[src/hw/rtl/assert_macros.svh]
// ----------------------------------------------------------------------------
// Assertion macros
// Clocked concurrent assertion helpers shared by the RTL files. Defining
// ASSERT_OFF turns every use into an empty statement.
// ----------------------------------------------------------------------------
`ifndef ASSERT_MACROS_SVH
`define ASSERT_MACROS_SVH
`ifndef ASSERT_OFF
// Property that must hold at every clock edge outside reset.
`define ASSERT_CLK(label, clk, rst_n, prop, msg) \
    label: assert property (@(posedge clk) disable iff (!rst_n) (prop)) else $error(msg);
// Antecedent in one cycle implies consequent in the next cycle.
`define ASSERT_NEXT(label, clk, rst_n, ante, cons, msg) \
    label: assert property (@(posedge clk) disable iff (!rst_n) (ante) |=> (cons)) else $error(msg);
`else
`define ASSERT_CLK(label, clk, rst_n, prop, msg)
`define ASSERT_NEXT(label, clk, rst_n, ante, cons, msg)
`endif
`endif

[src/hw/rtl/adpc_pkg.sv]
// ----------------------------------------------------------------------------
// Actuator deadband position control package
// Shared constants, codes and types of the position control unit.
// ----------------------------------------------------------------------------
package adpc_pkg;

    // Averaging window depth and position scale factor.
    localparam int WINDOW = 10;
    localparam int SCALE  = 1;

    localparam int POS_W   = 16;
    localparam int SPEED_W = 8;
    localparam int IDX_W   = (WINDOW > 1) ? $clog2(WINDOW) : 1;
    localparam int SCALE_W = $clog2(SCALE + 1);
    localparam int GOAL_W  = POS_W + SCALE_W;
    localparam int OFF_W   = POS_W + SCALE_W + 1;
    localparam int SAMP_W  = OFF_W + 1;

    // Division by WINDOW as a multiply by a rounded-up reciprocal. With the
    // shift at POS_W plus the bit count of WINDOW the quotient is exact for
    // every 16-bit sample.
    localparam int  DIV_SHIFT = POS_W + $clog2(WINDOW);
    localparam int  MULT_W    = 18;
    localparam int  PROD_W    = 40;
    localparam longint DIV_MULT = ((64'd1 << DIV_SHIFT) + WINDOW - 1) / WINDOW;

    // Configuration register indexes.
    localparam int CFG_IDX_W = 2;
    localparam logic [CFG_IDX_W-1:0] REG_TARGET    = 2'd0;
    localparam logic [CFG_IDX_W-1:0] REG_TOLERANCE = 2'd1;
    localparam logic [CFG_IDX_W-1:0] REG_OFFSET    = 2'd2;
    localparam logic [CFG_IDX_W-1:0] REG_SPEED     = 2'd3;

    localparam logic [SPEED_W-1:0] SPEED_RESET = 8'd255;

    typedef enum logic [1:0] {
        DIR_STOP = 2'd0,
        DIR_FWD  = 2'd1,
        DIR_REV  = 2'd2
    } dir_t;

    // Update request from the pipeline into the averaging ring.
    typedef struct packed {
        logic             push;
        logic [POS_W-1:0] quot;
    } avg_req_t;

endpackage

[src/hw/rtl/adpc_avg.sv]
// ----------------------------------------------------------------------------
// Moving average ring
// Holds the last WINDOW sample quotients and a running sum of them. The
// next sum is offered combinationally so the caller can register it.
// ----------------------------------------------------------------------------
`include "assert_macros.svh"

module adpc_avg
    import adpc_pkg::*;
(
    input  logic             clk,
    input  logic             rst_n,
    input  avg_req_t         req,
    output logic [POS_W-1:0] sum_next
);

    localparam logic [IDX_W-1:0] LAST_IDX = IDX_W'(WINDOW - 1);

    logic [POS_W-1:0] ring_reg [WINDOW];
    logic [IDX_W-1:0] idx_reg;
    logic [IDX_W-1:0] idx_next;
    logic [POS_W-1:0] sum_reg;

    // The oldest quotient leaves the sum as the new one enters. Arithmetic
    // wraps at 16 bits, which matches the truncated sum.
    assign sum_next = sum_reg - ring_reg[idx_reg] + req.quot;
    assign idx_next = (idx_reg == LAST_IDX) ? '0 : idx_reg + 1'b1;

    always_ff @(posedge clk or negedge rst_n)
    begin
        if (!rst_n)
        begin
            for (int i = 0; i < WINDOW; i++)
            begin
                ring_reg[i] <= '0;
            end
            idx_reg <= '0;
            sum_reg <= '0;
        end
        else if (req.push)
        begin
            ring_reg[idx_reg] <= req.quot;
            idx_reg           <= idx_next;
            sum_reg           <= sum_next;
        end
    end

    `ASSERT_CLK(a_idx_range, clk, rst_n, idx_reg <= LAST_IDX, "ring index beyond window")
    `ASSERT_NEXT(a_sum_hold, clk, rst_n, !req.push, $stable(sum_reg), "sum moved without push")
    `ASSERT_NEXT(a_idx_step, clk, rst_n, req.push && idx_reg != LAST_IDX,
        idx_reg == IDX_W'($past(idx_reg) + 1'b1), "ring index did not advance")

endmodule

[src/hw/rtl/actuator_deadband_position_control_unit.sv]
// ----------------------------------------------------------------------------
// Actuator deadband position control unit
// Offsets and clamps each range sample, averages it over a ring of WINDOW
// samples and drives the actuator toward the goal outside a deadband.
// ----------------------------------------------------------------------------
// Path: an accepted item passes through the input register and the quotient
// register before it is loaded into the result register, where it can be taken.
// Throughput: one item per cycle; the three-stage pipeline stalls as a
// whole only while a finished result waits on out_stall.
// The running sum and the ring index in the averaging ring feed back through their own registers.
// Reset clears the ring, its index and sum, and loads register defaults.
// ----------------------------------------------------------------------------
`include "assert_macros.svh"

module actuator_deadband_position_control_unit
    import adpc_pkg::*;
(
    input  logic                 clk,
    input  logic                 rst_n,
    // Configuration write port.
    input  logic                 cfg_we,
    input  logic [CFG_IDX_W-1:0] cfg_index,
    input  logic [POS_W-1:0]     cfg_data,
    // Sample input channel.
    input  logic                 in_valid,
    output logic                 in_stall,
    input  logic [POS_W-1:0]     raw_sample,
    // Result output channel.
    output logic                 out_valid,
    input  logic                 out_stall,
    output logic [1:0]           direction,
    output logic [SPEED_W-1:0]   drive_level,
    output logic [POS_W-1:0]     filtered_position
);

    // ------------------------------------------------------------------
    // Configuration registers.
    // ------------------------------------------------------------------
    logic [POS_W-1:0]   target_reg;
    logic [POS_W-1:0]   tolerance_reg;
    logic [POS_W-1:0]   offset_reg;
    logic [SPEED_W-1:0] speed_reg;

    always_ff @(posedge clk or negedge rst_n)
    begin
        if (!rst_n)
        begin
            target_reg    <= '0;
            tolerance_reg <= '0;
            offset_reg    <= '0;
            speed_reg     <= SPEED_RESET;
        end
        else if (cfg_we)
        begin
            unique case (cfg_index)
                REG_TARGET:    target_reg    <= cfg_data;
                REG_TOLERANCE: tolerance_reg <= cfg_data;
                REG_OFFSET:    offset_reg    <= cfg_data;
                REG_SPEED:     speed_reg     <= cfg_data[SPEED_W-1:0];
                default:       ;
            endcase
        end
    end

    // ------------------------------------------------------------------
    // Pipeline advance. All stages move together unless a finished
    // result is being held back by the consumer. Empty stages move too,
    // so the input side keeps flowing while the output register is free.
    // ------------------------------------------------------------------
    logic advance;

    assign advance  = !(out_valid && out_stall);
    assign in_stall = !advance;

    // ------------------------------------------------------------------
    // Stage A: input register.
    // ------------------------------------------------------------------
    logic             a_valid_reg;
    logic [POS_W-1:0] a_raw_reg;

    always_ff @(posedge clk or negedge rst_n)
    begin
        if (!rst_n)
        begin
            a_valid_reg <= 1'b0;
        end
        else if (advance)
        begin
            a_valid_reg <= in_valid;
        end
    end

    always_ff @(posedge clk)
    begin
        if (advance && in_valid)
        begin
            a_raw_reg <= raw_sample;
        end
    end

    // Offset the sample, clamp it to the 16-bit range and divide it by the
    // window depth through the reciprocal multiply.
    logic signed [OFF_W-1:0]  off_scaled;
    logic signed [SAMP_W-1:0] sample_sum;
    logic [POS_W-1:0]         sample_clamped;
    logic [PROD_W-1:0]        quot_prod;
    logic [POS_W-1:0]         a_quot;

    assign off_scaled = OFF_W'($signed(offset_reg)) * $signed(OFF_W'(SCALE));
    assign sample_sum = $signed(SAMP_W'(a_raw_reg)) + SAMP_W'(off_scaled);

    always_comb
    begin
        if (sample_sum < 0)
        begin
            sample_clamped = '0;
        end
        else if (sample_sum > $signed(SAMP_W'({POS_W{1'b1}})))
        begin
            sample_clamped = '1;
        end
        else
        begin
            sample_clamped = sample_sum[POS_W-1:0];
        end
    end

    assign quot_prod = PROD_W'(sample_clamped) * PROD_W'(MULT_W'(DIV_MULT));
    assign a_quot    = quot_prod[DIV_SHIFT +: POS_W];

    // ------------------------------------------------------------------
    // Stage B: quotient register feeding the averaging ring.
    // ------------------------------------------------------------------
    logic             b_valid_reg;
    logic [POS_W-1:0] b_quot_reg;

    always_ff @(posedge clk or negedge rst_n)
    begin
        if (!rst_n)
        begin
            b_valid_reg <= 1'b0;
        end
        else if (advance)
        begin
            b_valid_reg <= a_valid_reg;
        end
    end

    always_ff @(posedge clk)
    begin
        if (advance && a_valid_reg)
        begin
            b_quot_reg <= a_quot;
        end
    end

    avg_req_t         avg_req;
    logic [POS_W-1:0] avg_sum;

    assign avg_req.push = advance && b_valid_reg;
    assign avg_req.quot = b_quot_reg;

    adpc_avg u_avg
    (
        .clk      (clk),
        .rst_n    (rst_n),
        .req      (avg_req),
        .sum_next (avg_sum)
    );

    // Deadband decision. Goal and band are kept at full scaled width so a
    // large scale never wraps. A difference equal to the band counts as
    // inside and stops the actuator.
    logic [GOAL_W-1:0] goal;
    logic [GOAL_W-1:0] band;
    logic [GOAL_W-1:0] pos_ext;
    dir_t              dir_next;
    logic [SPEED_W-1:0] level_next;

    assign goal    = GOAL_W'(target_reg) * GOAL_W'(SCALE);
    assign band    = GOAL_W'(tolerance_reg) * GOAL_W'(SCALE);
    assign pos_ext = GOAL_W'(avg_sum);

    always_comb
    begin
        dir_next   = DIR_STOP;
        level_next = '0;
        if (pos_ext > goal)
        begin
            if ((pos_ext - goal) > band)
            begin
                dir_next   = DIR_FWD;
                level_next = speed_reg;
            end
        end
        else if ((goal - pos_ext) > band)
        begin
            dir_next   = DIR_REV;
            level_next = speed_reg;
        end
    end

    // ------------------------------------------------------------------
    // Stage C: result register.
    // ------------------------------------------------------------------
    logic               out_valid_reg;
    dir_t               dir_reg;
    logic [SPEED_W-1:0] level_reg;
    logic [POS_W-1:0]   pos_reg;

    always_ff @(posedge clk or negedge rst_n)
    begin
        if (!rst_n)
        begin
            out_valid_reg <= 1'b0;
        end
        else if (advance)
        begin
            out_valid_reg <= b_valid_reg;
        end
    end

    always_ff @(posedge clk)
    begin
        if (advance && b_valid_reg)
        begin
            dir_reg   <= dir_next;
            level_reg <= level_next;
            pos_reg   <= avg_sum;
        end
    end

    assign out_valid         = out_valid_reg;
    assign direction         = dir_reg;
    assign drive_level       = level_reg;
    assign filtered_position = pos_reg;

    `ASSERT_CLK(a_stop_idle, clk, rst_n, !(out_valid && direction == DIR_STOP) || drive_level == '0,
        "drive level nonzero while stopped")
    `ASSERT_CLK(a_move_speed, clk, rst_n,
        !(out_valid && direction != DIR_STOP) || drive_level == speed_reg,
        "drive level differs from configured speed while moving")
    `ASSERT_CLK(a_back_press, clk, rst_n, !(out_valid && out_stall) || in_stall,
        "input accepted while result is held")

endmodule
[config.mk]
export PLATFORM = sky130hd
export DESIGN_NAME = actuator_deadband_position_control_unit
export DESIGN_NICKNAME = d
export VERILOG_FILES = /design/src/hw/rtl/adpc_pkg.sv /design/src/hw/rtl/adpc_avg.sv /design/src/hw/rtl/actuator_deadband_position_control_unit.sv
export VERILOG_INCLUDE_DIRS = /design/src /design/src/hw/rtl
export SDC_FILE = /design/constraint.sdc
export NUM_CORES = 1
export LEC_CHECK = 0
export ABC_AREA = 1
export BUFFER_PORTS_ARGS = -buffer_cell sky130_fd_sc_hd__buf_2
export CORE_MARGIN = 10
export CORE_UTILIZATION = 51
export DETAILED_ROUTE_END_ITERATION = 10
export PLACE_DENSITY = 0.67
export SYNTH_ARGS = -nofsm -noshare
export SYNTH_HDL_FRONTEND = slang
export SYNTH_HIERARCHICAL = 1
export SYNTH_SLANG_ARGS = --single-unit
[constraint.sdc]
create_clock -name clk -period 11.1 [get_ports clk]
set_input_delay 0.555 -clock clk [delete_from_list [all_inputs] [get_ports clk]]
set_output_delay 0.555 -clock clk [all_outputs]
set_load 0.01 [all_outputs]
==> metrics.txt, run 1 <==
# TYPE chip_impl_metric gauge
chip_impl_metric{name="core",unit="um2"} 41100
chip_impl_metric{name="area_growth_syn_to_layout",unit="%"} 8.77
chip_impl_metric{name="htreeDepth",unit=""} 2
chip_impl_metric{name="die_w",unit="um"} 224
chip_impl_info{name="netlist_top_cells_count",value="nand2_1 (421), inv_1 (408), dfrtp_1 (231), ha_1 (223), a21oi_1 (195)"} 1
chip_impl_metric{name="timing.max_cap.violations",unit=""} 0
chip_impl_metric{name="buffer_levels_on_the_longest_clock_path",unit=""} 3
chip_impl_metric{name="seq_area_frac_synth",unit="%"} 35.9
chip_impl_metric{name="start_util",unit="%"} 51.8
chip_impl_metric{name="gr-usage-all-layers",unit="%"} 22.6
chip_impl_metric{name="vias",unit=""} 16800
chip_impl_metric{name="dpl.hpwl",unit="mm"} 42.3
chip_impl_info{name="timing.critical_path.from_type",value="register"} 1
chip_impl_metric{name="crit_path_max_incr_delay",unit="ns"} 0.54
chip_impl_metric{name="skew",unit="ns"} 0.0203
chip_impl_metric{name="grt_antenna_before_repair",unit=""} 1
chip_impl_info{name="slowest_stage",value="fa_1"} 1
chip_impl_metric{name="regArea",unit="um2"} 7640
chip_impl_metric{name="globalplace.congestion",unit=""} 0.990
chip_impl_info{name="type_of_destination_of_the_critical_path",value="register"} 1
chip_impl_metric{name="first_global_vias",unit=""} 16700
chip_impl_metric{name="multi_input_area",unit="um2"} 11700
chip_impl_info{name="clock-root-buffer",value="clkbuf_16"} 1
chip_impl_metric{name="drt_first_iter_violations",unit=""} 1386
chip_impl_metric{name="wire_per_inst",unit="um"} 18.5
chip_impl_metric{name="mappedNetlistArea",unit="um2"} 21300
chip_impl_metric{name="min_period",unit="ns"} 7.49
chip_impl_metric{name="fmax",unit="MHz"} 134
chip_impl_metric{name="number_of_buffers_inserted_during_clock_tree_synthesis",unit=""} 35
chip_impl_metric{name="num-fill-cells",unit=""} 3729
chip_impl_metric{name="hold_viol",unit=""} 0
chip_impl_metric{name="remaining_drc_errors",unit=""} 0
chip_impl_metric{name="maxSlewViolCount",unit=""} 0
chip_impl_metric{name="cts_setup_buffers",unit=""} 0
chip_impl_metric{name="cts.repair.resized",unit=""} 0
chip_impl_metric{name="syn-mean-instance-area",unit="um2"} 8.63
chip_impl_metric{name="timing.critical_path.fanout_max",unit=""} 13
chip_impl_metric{name="clk_pin_slew",unit="ns"} 0.06
chip_impl_metric{name="holdBufCountCts",unit=""} 0
chip_impl_metric{name="fp-row-count",unit=""} 74
chip_impl_metric{name="placement.io_buffers",unit=""} 66
chip_impl_metric{name="worst-slew-pin-transition",unit="ns"} 1.12
chip_impl_metric{name="synth_top_cell_area_share",unit="%"} 27.1
chip_impl_metric{name="die_area",unit="um2"} 50300
chip_impl_metric{name="synth-edff-count",unit=""} 55
chip_impl_info{name="ys.flop_type",value="dfrtp_1"} 1
chip_impl_info{name="min_path_type",value="primary input to async pin"} 1
chip_impl_info{name="grt_setup_unrepaired",value="false"} 1
chip_impl_metric{name="worst-endpoint-required",unit="ns"} 11.40
chip_impl_metric{name="critical_path_arrival",unit="ns"} 7.79
chip_impl_info{name="crit_path_frequent_cell",value="nand2_1"} 1
chip_impl_metric{name="drt-total-wl",unit="mm"} 56.6
chip_impl_metric{name="max_slew_margin",unit="%"} 25.2
chip_impl_metric{name="synth-async-reset-ratio",unit="%"} 81.3
chip_impl_metric{name="worst_skew_late_latency",unit="ns"} 0.56
chip_impl_info{name="synth.most_common_cell",value="nand2_1"} 1
chip_impl_metric{name="overflow",unit=""} 0
chip_impl_metric{name="design.final.nets",unit=""} 2862
chip_impl_metric{name="drtPass1Iterations",unit=""} 6
chip_impl_metric{name="die_h",unit="um"} 224
chip_impl_metric{name="per_cell_via_count_in_the_routed_design",unit=""} 5.50
chip_impl_metric{name="setup_viol",unit=""} 0
chip_impl_metric{name="fin_crit_sh",unit="%"} 67.4
chip_impl_metric{name="syn_inst",unit=""} 2470
chip_impl_metric{name="synthDistinctLibCells",unit=""} 63
chip_impl_metric{name="first_pass_grt_wire_length",unit="mm"} 90.6
chip_impl_metric{name="largest_register_ff_count",unit=""} 160
chip_impl_metric{name="yosys_warnings",unit=""} 6
chip_impl_metric{name="ant_nets",unit=""} 0
chip_impl_metric{name="io_pins",unit=""} 67
chip_impl_info{name="largest_cells_by_area_after_synthesis",value="dfrtp_1 (27%), ha_1 (13%), fa_1 (9.1%)"} 1
chip_impl_metric{name="fin_setup_tns",unit="ns"} 0
chip_impl_metric{name="yosys_register_bits",unit=""} 294
chip_impl_info{name="path_class",value="register to register"} 1
chip_impl_metric{name="layout_cell_share_with_drive_strength_beyond_1",unit="%"} 8.70
chip_impl_metric{name="grt_max_degree",unit=""} 99
chip_impl_info{name="status",value="finished, final reports clean"} 1
chip_impl_metric{name="tritoncts_num_sinks",unit=""} 294
chip_impl_info{name="yosys.area.top_type",value="dfrtp_1"} 1
chip_impl_info{name="cts_tree",value="done"} 1
per-layer routing:
layer	share of wire (%)	vias up	track usage [%]	wire, um
met3	6.2	71	3.36	3530
met1	46	8086	31.7	25800
met4	2.3	0	7.04	1310
met5	0	-	0	0
met2	46	523	35.6	26000
li1	-	8167	-	-
cell families after synthesis:
| kind of cell | synth area share (%) |
|---|---|
| buffers and inverters | 9.46 |
| flip-flops | 35.9 |
| AND/OR/NAND/NOR | 14.5 |
| XOR/XNOR | 2.75 |
| adder cells (fa/ha/maj) | 22.2 |
| AO/OA/AOI/OAI | 15.2 |
| other | 0.0176 |
path summary, 6_finish.rpt:
path                            slack (ns)                         endpoint  cells after the start                            from
worst max-delay path                  3.61         b_quot_reg[10]$_DFFE_PP_                     35       offset_reg[0]$_DFFE_PN0P_
worst min-delay path                  0.04  u_avg/ring_reg[118]$_DFFE_PN0P_                      1                           rst_n
worst max register to register        3.61         b_quot_reg[10]$_DFFE_PP_                     35       offset_reg[0]$_DFFE_PN0P_
worst min register to register        0.48   u_avg/ring_reg[47]$_DFFE_PN0P_                      2  u_avg/ring_reg[47]$_DFFE_PN0P_
max in group asynchronous             8.72     tolerance_reg[7]$_DFFE_PN0P_                      3                           rst_n
min in group clk                      0.17          a_raw_reg[12]$_DFFE_PP_                      1                  raw_sample[12]
cell usage in the layout (no fill, tap or decap), drive strengths merged, types with 60 or more instances in the layout:
cell type	synthesis	layout
a21oi	211	211
a22oi	60	60
buf	37	83
dfrtp	231	231
fa	97	97
ha	223	223
inv	420	425
nand2	436	436
nand3	71	71
nor2	143	143
o21ai	212	212
cell type report:
cell class / instances / share of cell area (%)
sequential: 294 / 33.0
clock buffer: 43 / 4.09
inverter: 422 / 6.86
clock inverter: 19 / 0.788
multi-input combinational: 1667 / 50.4
antenna: 1 / 0.0108
timing repair buffer: 83 / 2.02
tap: 532 / 2.87
metrics by stage:
step / util, % / area [um2] / setup WS, ns / hold WS, ns / instances
after global placement: 53.6 / 22000 / 3.78 / 0.467 / 2998
after floorplan: - / 21300 / 4.39 / 0.259 / 2474
after detailed placement: 53.6 / 22000 / 3.67 / 0.471 / 2998
after CTS: 56.4 / 23200 / 3.66 / 0.0600 / 3060
final: 56.4 / 23200 / 3.61 / 0.0425 / 3061
after global routing: 56.4 / 23200 / 3.03 / 0.109 / 3060
critical path, delay by kind of cell (launching register included):
kind	cells	cell delay, ns
compound gates	2	0.53
flops	1	0.35
fa+ha+maj	9	3.77
xor+xnor	1	0.18
simple gates	15	1.72
buf+inv	8	0.64
Power of run 1 is not shown: default switching activity piles up to over one toggle a cycle in this logic, so the estimate is an artifact.
==> run 2: changes to the inputs <==
--- a/config.mk
+++ b/config.mk
@@ -6,12 +6,12 @@
 export SDC_FILE = /design/constraint.sdc
 export NUM_CORES = 1
 export LEC_CHECK = 0
-export ABC_AREA = 1
+export ABC_AREA = 0
 export BUFFER_PORTS_ARGS = -buffer_cell sky130_fd_sc_hd__buf_2
 export CORE_MARGIN = 10
 export CORE_UTILIZATION = 51
 export DETAILED_ROUTE_END_ITERATION = 10
-export PLACE_DENSITY = 0.67
+export PLACE_DENSITY = 0.7
 export SYNTH_ARGS = -nofsm -noshare
 export SYNTH_HDL_FRONTEND = slang
 export SYNTH_HIERARCHICAL = 1
==> constraint.sdc (replaced) <==
create_clock -name clk -period 6.7 [get_ports clk]
set_input_delay 0.335 -clock clk [delete_from_list [all_inputs] [get_ports clk]]
set_output_delay 0.335 -clock clk [all_outputs]
set_load 0.01 [all_outputs]
==> run 2 against run 1 <==
Compared with the run above: the flow now finishes with violations (setup timing); sequential share of layout area is 4.4 points lower; global-route usage is 0.22 points higher; routed wire length is 2.0% lower; worst hold slack worse by 0.015 ns; synthesized cell count is 22% lower; flip-flop and latch count stayed put; cell count is 5.8% lower; critical endpoint is now b_quot_reg[9]$_DFFE_PP_; largest cell class unchanged.
==> metrics.txt, run 2 <==
# TYPE chip_impl_metric gauge
chip_impl_metric{name="htreeDepth",unit=""} 2
chip_impl_metric{name="reg2reg_slack",unit="ns"} -0.85
chip_impl_metric{name="post-route-util",unit="%"} 67.1
chip_impl_metric{name="per_cell_via_count_in_the_routed_design",unit=""} 5.40
chip_impl_info{name="yosys.area.top_type",value="dfrtp_1"} 1
chip_impl_info{name="commonest_non_fill_non_tap_cells_in_the_layout",value="buf_4 (323), inv_1 (265), dfrtp_1 (229), ha_1 (175), nand2_1 (148)"} 1
chip_impl_metric{name="place.detailed.instances",unit=""} 2754
chip_impl_metric{name="crit_path_max_incr_delay",unit="ns"} 0.58
chip_impl_metric{name="worst-endpoint-required",unit="ns"} 7.11
chip_impl_metric{name="start_util",unit="%"} 51.6
chip_impl_metric{name="remaining_drc_errors",unit=""} 0
chip_impl_metric{name="hold-path-cell-count",unit=""} 1
chip_impl_metric{name="timing.critical_path.fanout_max",unit=""} 5
chip_impl_metric{name="buffer_levels_on_the_longest_clock_path",unit=""} 3
chip_impl_metric{name="die_area",unit="um2"} 48700
chip_impl_info{name="mostFrequentLayoutCell",value="buf_4"} 1
chip_impl_metric{name="timing.reg2reg.worst_path_depth",unit=""} 33
chip_impl_metric{name="antenna-diode-count",unit=""} 0
chip_impl_metric{name="synth-async-reset-ratio",unit="%"} 81.3
chip_impl_metric{name="area_growth_syn_to_layout",unit="%"} 30.0
chip_impl_metric{name="drt-total-wl",unit="mm"} 55.5
chip_impl_info{name="slowest_stage",value="fa_2"} 1
chip_impl_metric{name="grt_antenna_before_repair",unit=""} 1
chip_impl_metric{name="syn-mean-instance-area",unit="um2"} 10.7
chip_impl_info{name="timing.critical_path.from_type",value="register"} 1
chip_impl_metric{name="fin_crit_sh",unit="%"} 113
chip_impl_info{name="crit_path_start",value="a_raw_reg[1]$_DFFE_PP_"} 1
chip_impl_info{name="worst_hold_startpoint",value="raw_sample[10]"} 1
chip_impl_metric{name="die_w",unit="um"} 221
chip_impl_metric{name="gr-usage-met3",unit="%"} 2.91
chip_impl_metric{name="core",unit="um2"} 39800
chip_impl_metric{name="io_pins",unit=""} 67
chip_impl_metric{name="clk_pin_slew",unit="ns"} 0.06
chip_impl_info{name="violations",value="setup timing"} 1
chip_impl_metric{name="fmax",unit="MHz"} 132
chip_impl_metric{name="first_pass_grt_wire_length",unit="mm"} 87.6
chip_impl_info{name="cts_tree",value="done"} 1
chip_impl_metric{name="die_h",unit="um"} 221
chip_impl_metric{name="globalplace.congestion",unit=""} 0.894
chip_impl_metric{name="critPathBufInv",unit=""} 8
chip_impl_metric{name="yosys_warnings",unit=""} 6
chip_impl_metric{name="synth_top_cell_area_share",unit="%"} 28.1
chip_impl_metric{name="grtUsageMet1",unit="%"} 28.6
chip_impl_info{name="min_to",value="a_raw_reg[10]$_DFFE_PP_"} 1
chip_impl_metric{name="hold_viol",unit=""} 0
chip_impl_info{name="min_path_type",value="primary input to register"} 1
chip_impl_metric{name="worst-slew-pin-transition",unit="ns"} 1.23
chip_impl_info{name="grt_setup_unrepaired",value="true"} 1
chip_impl_metric{name="design.final.nets",unit=""} 2690
chip_impl_info{name="rr_endpoint",value="b_quot_reg[9]$_DFFE_PP_"} 1
chip_impl_info{name="largest_cells_by_area_after_synthesis",value="dfrtp_1 (28%), ha_1 (14%), fa_1 (9.5%)"} 1
chip_impl_info{name="path_class",value="register to register"} 1
chip_impl_metric{name="timing.max_cap.violations",unit=""} 0
chip_impl_info{name="type_of_destination_of_the_critical_path",value="register"} 1
chip_impl_info{name="synth.most_common_cell",value="inv_1"} 1
chip_impl_metric{name="synthDistinctLibCells",unit=""} 72
chip_impl_info{name="top_family_by_delay_on_critical_path",value="adder cells"} 1
chip_impl_metric{name="dpl.hpwl",unit="mm"} 40.9
chip_impl_metric{name="yosys_register_bits",unit=""} 294
chip_impl_metric{name="grt_max_degree",unit=""} 125
chip_impl_metric{name="num-fill-cells",unit=""} 2986
chip_impl_metric{name="layout_cell_share_with_drive_strength_beyond_1",unit="%"} 35.5
chip_impl_metric{name="vias",unit=""} 15600
chip_impl_metric{name="fin_ws",unit="ns"} -0.852
chip_impl_metric{name="overflow",unit=""} 0
chip_impl_metric{name="gr-usage-all-layers",unit="%"} 22.9
chip_impl_metric{name="setup_viol",unit=""} 20
chip_impl_metric{name="drt_first_iter_violations",unit=""} 925
chip_impl_metric{name="regArea",unit="um2"} 7640
chip_impl_metric{name="fp-row-count",unit=""} 73
chip_impl_metric{name="number_of_buffers_inserted_during_clock_tree_synthesis",unit=""} 34
chip_impl_metric{name="wire_per_inst",unit="um"} 19.3
chip_impl_metric{name="final_cells",unit=""} 2882
chip_impl_metric{name="critical_path_arrival",unit="ns"} 7.96
chip_impl_metric{name="mappedNetlistArea",unit="um2"} 20500
chip_impl_metric{name="largest_register_ff_count",unit=""} 160
chip_impl_info{name="crit_path_frequent_cell",value="fa_1"} 1
chip_impl_metric{name="tritoncts_num_sinks",unit=""} 294
chip_impl_info{name="netlist_top_cells_count",value="inv_1 (290), dfrtp_1 (231), ha_1 (223), o21ai_0 (159), nand2_1 (155)"} 1
chip_impl_info{name="clock-root-buffer",value="clkbuf_16"} 1
chip_impl_metric{name="max_slew_margin",unit="%"} 18.2
chip_impl_metric{name="worst_skew_late_latency",unit="ns"} 0.55
chip_impl_metric{name="placement.io_buffers",unit=""} 66
chip_impl_metric{name="multi_input_area",unit="um2"} 12900
chip_impl_metric{name="ant_nets",unit=""} 0
chip_impl_metric{name="min_period",unit="ns"} 7.55
chip_impl_info{name="status",value="finished, violations left"} 1
chip_impl_metric{name="drtPass1Iterations",unit=""} 5
chip_impl_metric{name="first_global_vias",unit=""} 16600
chip_impl_metric{name="skew",unit="ns"} 0.0259
chip_impl_metric{name="post_placement_setup_slack",unit="ns"} -1.02
chip_impl_metric{name="seq_area_frac_synth",unit="%"} 37.2
chip_impl_metric{name="maxSlewViolCount",unit=""} 0
chip_impl_info{name="reg2reg_from",value="a_raw_reg[1]$_DFFE_PP_"} 1
chip_impl_metric{name="grtUsageMet2",unit="%"} 40.0
chip_impl_metric{name="synth-edff-count",unit=""} 55
chip_impl_metric{name="syn_inst",unit=""} 1927
chip_impl_info{name="ys.flop_type",value="dfrtp_1"} 1
chip_impl_info{name="grt.busiest_layer",value="met2"} 1
[run 2: cell count changes in the layout (fill, tap and decap cells not counted), moves of 42 or more]
cell | before | now
nor2_1 | 134 | 46
a22oi_1 | 60 | 16
o21ai_0 | 175 | 133
nand3_1 | 65 | 14
nand2_1 | 421 | 148
buf_4 | 17 | 323
a21oi_1 | 195 | 44
inv_1 | 408 | 265
mux2_2 | 0 | 113
ha_1 | 223 | 175
[run 2: worst max-delay path by stage]
| stage | endpoint | cells past startpoint |
|---|---|---|
| 2_1_floorplan | b_quot_reg[12]$_DFFE_PP_ | 32 |
| 3_3_place_gp | b_quot_reg[12]$_DFFE_PP_ | 30 |
| 3_5_place_dp | b_quot_reg[12]$_DFFE_PP_ | 30 |
| 4_1_cts | b_quot_reg[12]$_DFFE_PP_ | 30 |
| 5_1_grt | b_quot_reg[9]$_DFFE_PP_ | 32 |
| 6_report | b_quot_reg[9]$_DFFE_PP_ | 33 |
[run 2: logic make-up after synthesis]
family,count (synthesis),share of synthesized area [%]
compound gates,365,10.8
xor+xnor,82,3.50
fa+ha+maj,320,23.0
buf+inv,356,6.69
flops,294,37.2
mux,175,11.2
other cells,1,0.0183
simple gates,334,7.56
[run 2: repair_timing]
item                       4_1_cts  5_1_grt
gates resized for setup         94      106
hold buffers                    11        1
pin swaps                       68       77
setup endpoints to repair       23       23
buffers inserted                45       10
hold endpoints to repair       118        1
gates cloned                     0        0
[run 2: per-stage QoR]
stage                     hold WS, ns  cell area (um2)  setup TNS [ns]
final                          0.0276            26700           -9.01
after global routing          0.00360            26700          -14.18
after CTS                     0.00253            26100           -7.87
after detailed placement        0.466            24100          -15.91
after global placement          0.451            24100          -14.13
after floorplan                0.0394            21200           -3.19
[run 2: layer usage]
metal	wire length, um	part of all wire [%]
met1	22800	41
met2	28500	51
met3	2470	4.4
met4	1730	3.1
met5	0	0
[run 2: cell type report]
class                   count  area share (%)
clock inverters            17           0.811
clock buffers              45            3.57
flip-flops and latches    294            28.6
multi-input cells        1288            48.4
repair buffers            423            12.0
well taps                 525            2.46
inverters                 290            4.15
[run 2: worst reg2reg max path, delay by kind of cell, from the launching register on]
| kind | cells | cell delay, ns |
|---|---|---|
| compound gates | 9 | 2.14 |
| fa+ha+maj | 8 | 3.18 |
| flops | 1 | 0.40 |
| simple gates | 8 | 1.00 |
| buf+inv | 8 | 0.71 |
Power of run 2 is left out for the same reason.
